==> config.mk <==
export PLATFORM = sky130hd
export DESIGN_NAME = spf_ctrl
export DESIGN_NICKNAME = d
export VERILOG_FILES = /design/src/rtl/core/spf_pkg.sv /design/src/rtl/core/spf_ctrl.sv
export VERILOG_INCLUDE_DIRS = /design/src /design/src/rtl/core
export SDC_FILE = /design/constraint.sdc
export NUM_CORES = 1
export LEC_CHECK = 0
export BUFFER_PORTS_ARGS = -buffer_cell sky130_fd_sc_hd__buf_2
export CAP_MARGIN = 25
export CORE_AREA = 2 2 64 66
export CTS_BUF_LIST = sky130_fd_sc_hd__clkbuf_2
export CTS_CLUSTER_SIZE = 12
export DETAILED_ROUTE_END_ITERATION = 12
export DIE_AREA = 0 0 66 68
export PLACE_DENSITY = 0.62
export SYNTH_ARGS = -nofsm -noshare
export SYNTH_HDL_FRONTEND = slang
export SYNTH_SLANG_ARGS = --single-unit
==> constraint.sdc <==
create_clock -name clk -period 1.85 [get_ports clk]
set_input_delay 0.37 -clock clk [delete_from_list [all_inputs] [get_ports clk]]
set_output_delay 0.37 -clock clk [all_outputs]
set_load 0.01 [all_outputs]
==> src/rtl/core/assert_macros.svh <==
// Assertion macros shared by the sieve factoriser RTL.
// No dependencies; define SYNTH to compile the checks away.
`ifndef ASSERT_MACROS_SVH
`define ASSERT_MACROS_SVH
`ifndef SYNTH
// Property must hold at every clock edge outside reset
`define SPF_ASSERT(lbl, clk, rstn, prop, msg) \
  lbl: assert property (@(posedge clk) disable iff (!rstn) prop) else $error(msg);
// Condition must never be seen outside reset
`define SPF_ASSERT_NEVER(lbl, clk, rstn, cond, msg) \
  lbl: assert property (@(posedge clk) disable iff (!rstn) !(cond)) else $error(msg);
`else
`define SPF_ASSERT(lbl, clk, rstn, prop, msg)
`define SPF_ASSERT_NEVER(lbl, clk, rstn, cond, msg)
`endif
`endif

==> src/rtl/core/spf_pkg.sv <==
// Shared types and constants of the sieve factoriser.
// Used by the controller, the datapath, the divider and the top level.
package spf_pkg;

  localparam int VAL_W = 16;
  localparam int CNT_W = 3;
  localparam logic [CNT_W-1:0] MAX_FACTORS = 3'd6;
  localparam logic [VAL_W-1:0] MIN_LIMIT   = 16'd2;
  localparam logic [VAL_W-1:0] RESET_LIMIT = 16'd65535;
  localparam logic [VAL_W-1:0] RESET_ABOVE = 16'd3;

  // Item kinds
  localparam logic KIND_BUILD  = 1'b0;
  localparam logic KIND_FACTOR = 1'b1;

  // Configuration register indexes
  localparam logic CFG_SIEVE_LIMIT  = 1'b0;
  localparam logic CFG_REPORT_ABOVE = 1'b1;

  typedef enum logic [1:0] {
    ADDR_X = 2'd0,
    ADDR_Y = 2'd1,
    ADDR_V = 2'd2
  } addr_sel_t;

  typedef struct packed {
    logic      load_item;
    logic      start_build;
    logic      clr_wr;
    logic      x_init;
    logic      x_inc;
    logic      mark_prime;
    logic      sq_load;
    logic      y_init;
    logic      stamp;
    addr_sel_t addr_sel;
    logic      finish_build;
    logic      p_load;
    logic      found_take;
    logic      first_set;
    logic      div_start;
    logic      div_take;
    logic      push_mid;
    logic      push_final;
    logic      push_err;
    logic      push_done;
  } spf_cmd_t;

  typedef struct packed {
    logic kind_build;
    logic err_cond;
    logic x_last;
    logic rdata_zero;
    logic sq_le_lim;
    logic y_next_gt;
    logic v_gt1;
    logic p_report;
    logic pend_valid;
    logic div_done;
    logic div_take_ok;
    logic q_gt1;
    logic out_free;
  } spf_stat_t;

endpackage

==> src/rtl/core/spf_ctrl.sv <==
// Controller state machine: sequences table builds and factor walks.
// Depends on spf_pkg and assert_macros.svh.
`include "assert_macros.svh"
module spf_ctrl import spf_pkg::*; (
  input  logic      clk,
  input  logic      rst_n,
  input  logic      in_valid,
  output logic      in_stall,
  input  spf_stat_t stat,
  output spf_cmd_t  cmd
);

  typedef enum logic [16:0] {
    S_IDLE     = 17'h00001,
    S_DISP     = 17'h00002,
    S_CLR      = 17'h00004,
    S_SCAN_RD  = 17'h00008,
    S_SCAN_CHK = 17'h00010,
    S_SQ       = 17'h00020,
    S_ST_RD    = 17'h00040,
    S_ST_WR    = 17'h00080,
    S_FIN      = 17'h00100,
    S_FCHK     = 17'h00200,
    S_LK_RD    = 17'h00400,
    S_LK       = 17'h00800,
    S_FOUND    = 17'h01000,
    S_DIV_GO   = 17'h02000,
    S_DIV_WAIT = 17'h04000,
    S_FINAL    = 17'h08000,
    S_ERR      = 17'h10000
  } state_t;

  state_t state_r, state_nxt;

  assign in_stall = (state_r != S_IDLE);

  // Next state and commands
  always_comb begin
    cmd       = '0;
    state_nxt = state_r;
    case (state_r)
      S_IDLE: begin
        if (in_valid) begin
          cmd.load_item = 1'b1;
          state_nxt     = S_DISP;
        end
      end
      S_DISP: begin
        if (stat.kind_build) begin
          cmd.start_build = 1'b1;
          state_nxt       = S_CLR;
        end else if (stat.err_cond) begin
          state_nxt = S_ERR;
        end else begin
          state_nxt = S_FCHK;
        end
      end
      // Clear entries two to the limit
      S_CLR: begin
        cmd.clr_wr   = 1'b1;
        cmd.addr_sel = ADDR_X;
        if (stat.x_last) begin
          cmd.x_init = 1'b1;
          state_nxt  = S_SCAN_RD;
        end else begin
          cmd.x_inc = 1'b1;
        end
      end
      S_SCAN_RD: begin
        cmd.addr_sel = ADDR_X;
        state_nxt    = S_SCAN_CHK;
      end
      // Unmarked entry is a prime: mark it, then stamp from its square
      S_SCAN_CHK: begin
        cmd.addr_sel = ADDR_X;
        if (stat.rdata_zero) begin
          cmd.mark_prime = 1'b1;
          cmd.sq_load    = 1'b1;
          state_nxt      = S_SQ;
        end else if (stat.x_last) begin
          state_nxt = S_FIN;
        end else begin
          cmd.x_inc = 1'b1;
          state_nxt = S_SCAN_RD;
        end
      end
      S_SQ: begin
        if (stat.sq_le_lim) begin
          cmd.y_init = 1'b1;
          state_nxt  = S_ST_RD;
        end else if (stat.x_last) begin
          state_nxt = S_FIN;
        end else begin
          cmd.x_inc = 1'b1;
          state_nxt = S_SCAN_RD;
        end
      end
      S_ST_RD: begin
        cmd.addr_sel = ADDR_Y;
        state_nxt    = S_ST_WR;
      end
      S_ST_WR: begin
        cmd.addr_sel = ADDR_Y;
        cmd.stamp    = 1'b1;
        if (!stat.y_next_gt) begin
          state_nxt = S_ST_RD;
        end else if (stat.x_last) begin
          state_nxt = S_FIN;
        end else begin
          cmd.x_inc = 1'b1;
          state_nxt = S_SCAN_RD;
        end
      end
      S_FIN: begin
        cmd.finish_build = 1'b1;
        if (stat.out_free) begin
          cmd.push_done = 1'b1;
          state_nxt     = S_IDLE;
        end
      end
      // Factor walk
      S_FCHK: begin
        state_nxt = stat.v_gt1 ? S_LK_RD : S_FINAL;
      end
      S_LK_RD: begin
        cmd.addr_sel = ADDR_V;
        state_nxt    = S_LK;
      end
      S_LK: begin
        cmd.p_load = 1'b1;
        state_nxt  = S_FOUND;
      end
      // Hold a reported prime until the next one shows whether it is last
      S_FOUND: begin
        if (!stat.p_report) begin
          cmd.first_set = 1'b1;
          state_nxt     = S_DIV_GO;
        end else if (!stat.pend_valid || stat.out_free) begin
          cmd.push_mid   = stat.pend_valid;
          cmd.found_take = 1'b1;
          cmd.first_set  = 1'b1;
          state_nxt      = S_DIV_GO;
        end
      end
      S_DIV_GO: begin
        cmd.div_start = 1'b1;
        state_nxt     = S_DIV_WAIT;
      end
      S_DIV_WAIT: begin
        if (stat.div_done) begin
          if (stat.div_take_ok) begin
            cmd.div_take = 1'b1;
            state_nxt    = stat.q_gt1 ? S_DIV_GO : S_FCHK;
          end else begin
            state_nxt = S_FCHK;
          end
        end
      end
      S_FINAL: begin
        if (stat.out_free) begin
          cmd.push_final = 1'b1;
          state_nxt      = S_IDLE;
        end
      end
      S_ERR: begin
        if (stat.out_free) begin
          cmd.push_err = 1'b1;
          state_nxt    = S_IDLE;
        end
      end
      default: begin
        state_nxt = S_IDLE;
      end
    endcase
  end

  always_ff @(posedge clk) begin
    if (!rst_n) begin
      state_r <= S_IDLE;
    end else begin
      state_r <= state_nxt;
    end
  end

  `SPF_ASSERT(a_state_onehot, clk, rst_n, $onehot(state_r), "state register not one-hot")
  `SPF_ASSERT(a_push_room, clk, rst_n, (cmd.push_mid || cmd.push_final || cmd.push_err || cmd.push_done) |-> stat.out_free, "result pushed into a full output register")
  `SPF_ASSERT(a_take_stalls, clk, rst_n, (in_valid && !in_stall) |=> in_stall, "second item taken while busy")
  `SPF_ASSERT_NEVER(a_div_stray, clk, rst_n, stat.div_done && (state_r != S_DIV_WAIT), "divider finished outside its wait state")

endmodule

== Yosys cells after proc, flatten, opt, wreduce, memory -nomap -nowiden ==
Index checks and enable logic that the tools add are counted.
Widths: inputs -> output; s select.

* Eq/ne operators: 23
* Multiplexer cells: 50
* Reduce and logical (&&, ||, !) cells: 5

{| class="wikitable"
|+ Operator list
! kind !! number
|-
| $pmux 17 s15 || 1
|-
| $mux 17 || 11
|-
| $mux 14 || 2
|-
| $mux 1 || 27
|-
| $eq 17x1->1 const B || 1
|-
| $eq 17x10->1 const B || 1
|-
| $eq 17x11->1 const B || 1
|-
| $eq 17x12->1 const B || 1
|-
| $eq 17x13->1 const B || 1
|-
| $eq 17x14->1 const B || 1
|-
| $eq 17x15->1 const B || 1
|-
| $eq 17x16->1 const B || 1
|-
| $eq 17x17->1 const B || 1
|-
| $eq 17x2->1 const B || 1
|-
| $eq 17x3->1 const B || 1
|-
| $eq 17x4->1 const B || 1
|-
| $eq 17x5->1 const B || 1
|-
| $eq 17x6->1 const B || 1
|-
| $eq 17x7->1 const B || 1
|-
| $eq 17x8->1 const B || 1
|-
| $eq 17x9->1 const B || 1
|-
| $ne 17x1->1 const B || 1
|-
| $mux 16 || 1
|-
| $mux 2 || 5
|-
| other kinds (11) || 13
|}

* Register bits after elaboration: 17
* Bits of input ports: 16
* Output and inout bits: 22
* Logic and storage cells: 79

== Longest topological paths before layout ==
* Word-level depth: 5
* Depth in mapped cells: 6
* Depth with buffers taken out: 5

== Worst setup path after synthesis ==
OpenSTA, ideal clock, no wires.

* Kind: register -> output
* From: reg state_r[5]
* To: out cmd[2] (netlist bit)
* Data arrival time: 1.870 ns
* Required time: 1.480 ns
* Slack: -0.390 ns
* Cell stages (with the launch flop): 6
* Buffers on the path: 1
* Path through: dfxtp_1 buf_4 nor4_4 nand4_1 or2_2 nor4b_1

{| class="wikitable"
|+ RTL lines
! element !! RTL line !! RTL
|-
| start, declared || spf_ctrl.sv:33 || <nowiki>state_t state_r, state_nxt;</nowiki>
|-
| start signal, assigned || spf_ctrl.sv:181 || <nowiki>state_r <= state_nxt;</nowiki>
|-
| end, declared || spf_ctrl.sv:10 || <nowiki>output spf_cmd_t cmd</nowiki>
|}

==> impl_results.md <==
* Status: finished, violations left
* Failing checks: setup timing
* Max reg flops at 17
* Endpoints failing setup at 33
* Layout cell share with drive strength beyond 1 at 0.638
* Top reg by flops: state_r
* Pre-CTS setup slack at -174 ps
* Initial antenna violation count at 0
* N_diodes at 0
* Setup crit start kind: register
* First-pass GRT wire length at 7.63 mm
* Number of placed cells counting well taps at 287
* Psw at 0.452 mW
* Max incr delay on CP at 390 ps
* Max Clk Rate at 424 MHz
* Crit path max-delay family: simple AND/OR/NAND/NOR gates
* Pin count of the biggest net entering global routing at 11
* Fin util at 0.637
* VDD IR max at 0.000462 V
* DRC errors left at 0
* YS warnings at 0
* CTS Root Cell: clkbuf_2
* Via/cell ratio at 5.25
* Clock share of power at 0.147
* GP Congestion at 0.836
* Longest Clk Path Bufs at 2
* CTS tree: built
* Syn_nets at 174
* Async set-reset flop share out of synthesis at 0
* Synthesized flop and latch total at 17
* LEAKAGE at 1.06 nW
* Die width at 66 um
* Reg-to-reg critical path startpoint: state_r[16]$_SDFFE_PN0P_
* Final instance area at 2450 um^2
* Syn-to-layout area delta at 94.3%
* CP Capture Type: primary output
* Switching Share at 0.369
* Die height at 68 um
* Layout Nets at 288
* Vias in the first global route at 1,646
* Kind of critical path: reg2out
* Pwr Density at 498 nW/um^2
* Setup ws final at -507 ps
* Period utilization at 1.27
* CTS clock-pin slew for the worst setup and hold paths at 160 ps
* Clock period minus worst slack at 2360 ps
* Clk_skew at 21.9 ps
* Antenna Nets Post-Route at 0
* Capture point of the worst reg-to-reg path: state_r[0]$_SDFFE_PN1P_
* TNS Setup at -12,080 ps
* Initial DRT Pass Iterations at 4
* Grt ovf at 0
* Count of buffer and inverter cells on the critical path at 2
* Dominant synthesized flop cell: dfxtp_1
* Slew @ Worst Pin at 483 ps
* Commonest non-fill, non-tap cells in the layout: 69 x buf_4, 29 x buf_2, 18 x buf_6, 12 x nor2_1, 9 x dfxtp_1
* Total number of vias at 1,685
* Max cap viols at 0
* Post-Syn Area at 1260 um^2
* Critical Path Start: state_r[7]$_SDFFE_PN0P_
* Worst slew margin at 0.675
* Worst min-delay path class: in2reg
* Core Area at 3860 um^2
* Crit. path cell count at 6
* Biggest regs: state_r x17
* Number of core rows at 23
* CP max stage cell: dfxtp_4
* H-tree levels at 1
* Initial drt markers at 82
* Inserted Clock Buffers at 3
* Fin cells at 321
* Fin. Hold Viols at 0
* Synthesized instance count at 158
* GR Util All Layers at 0.221
* Skew-Pair Late Insertion Delay at 320 ps
* Cell variety after synth at 45
* Critical path capture point: cmd[2]
* Clock Sinks at 17
* Sequential share of power at 0.320
* CTS hold repair buffers at 0
* Most common cell after layout, fill and taps aside: buf_4
* Reg2reg setup slack at -410 ps
* R2r worst-path depth at 12
* HPWL after DPL at 3.06 mm
* IO buf count at 37
* Crit path cell chain: nor4_4, buf_4, nand4_1, or2_4, nor4b_4, buf_2
* EDFF count, synth at 0
* Register area share after synthesis at 0.269
* Synthesized area per cell at 8.00 um^2
* Post-placement cell area at 1930 um^2
* Max Transition Viols Final at 0
* CP Data Required Time at 1480 ps
* Die area at 4490 um^2
* Initial Utilization at 0.328
* Unrepaired setup endpoints after global routing: true
* Comb pwr share at 0.533
* CP Max Fanout at 4
* Data arrival, critical path at 1990 ps
* Pint at 0.771 mW
* Wire per inst at 15.1 um
* Total Wirelength at 4.84 mm
* IO Pins at 38
==> worst reg2reg max path, cell delays in order, from the launching register on <==
cell and delay, ps:
dfxtp_2 370, nor4_4 260, buf_4 180, buf_6 110, buf_6 100, nand4_4 160
buf_4 180, buf_6 100, buf_6 110, o32ai_4 270, buf_4 170, nor2_1 30
a31o_1 160
==> logic make-up (layout without fill, tap and decap cells) <==
logic type,Yosys count,after routing,synth area share
simple gates,87,87,0.460
compound gates,33,33,0.174
flops,17,17,0.269
buf+inv,16,129,0.0614
xor+xnor,5,5,0.0347
==> timing repair <==
action | in CTS | in global routing
setup buffers | 26 | 7
resized for setup | 49 | 13
pin swaps | 24 | 9
setup endpoints to repair | 32 | 34
==> how the worst min path moves through the flow <==
stage | startpoint | endpoint | slack [ps] | depth (start not counted)
after CTS | stat[6] | state_r[10]$_SDFFE_PN0P_ | 250 | 3
final | stat[6] | state_r[10]$_SDFFE_PN0P_ | 270 | 3
after global routing | stat[6] | state_r[10]$_SDFFE_PN0P_ | 260 | 3
after floorplan | stat[6] | state_r[10]$_SDFFE_PN0P_ | 480 | 2
after detailed placement | state_r[9]$_SDFFE_PN0P_ | state_r[10]$_SDFFE_PN0P_ | 520 | 2
after global placement | state_r[9]$_SDFFE_PN0P_ | state_r[10]$_SDFFE_PN0P_ | 530 | 2
==> power groups by stage <==
| stage | clock network [mW] | logic (mW) | registers, mW |
|---|---|---|---|
| global route | 0.196 | 0.697 | 0.393 |
| finish | 0.180 | 0.652 | 0.391 |
| floorplan | 0 | 0.239 | 0.400 |
| global placement | 0 | 0.419 | 0.399 |
| CTS | 0.186 | 0.590 | 0.391 |
| detailed placement | 0 | 0.425 | 0.400 |
==> cell type report <==
class | instances | area [um^2]
Inverter | 9 | 33.8
Fill cell | 309 | 1400
Sequential cell | 17 | 353
Tap cell | 50 | 62.6
Clock buffer | 3 | 15.0
Multi-Input combinational cell | 125 | 1120
Timing Repair Buffer | 116 | 866
Clock inverter | 1 | 5.00
==> routing by layer <==
metal  up-vias  share of wire  wire length (um)  global-route usage
met3         8          0.036               174              0.0411
met2        42           0.50              2420               0.391
met1       816           0.45              2180               0.276
met5         -              0                 0                   0
met4         0          0.015                73              0.0612
li1        819              -                 -                   -
==> synth_stat cells, types with 3 or more instances <==
master,instances,area (um^2)
nor2_1,18,67.6
dfxtp_1,17,340
nor3_1,9,45.0
a21oi_1,8,40.0
inv_1,8,30.0
nand3_1,7,35.0
nand2b_1,6,37.5
nand2_1,5,18.8
nand4_1,5,31.3
nor4_1,5,31.3
nor4b_1,5,43.8
o21a_1,4,30.0
o21ai_0,4,20.0
o21ai_1,4,20.0
a211oi_1,3,22.5
and4_1,3,26.3
nor3b_1,3,22.5
nor4_4,3,63.8
or2_2,3,18.8
xor2_1,3,26.3
==> per-stage QoR <==
step / hold slack (ps) / power [mW]
global route: 261 / 1.29
finish: 267 / 1.22
CTS: 255 / 1.17
floorplan: 484 / 0.639
global placement: 525 / 0.818
detailed placement: 516 / 0.824
Power figures use the tool's default switching activity.
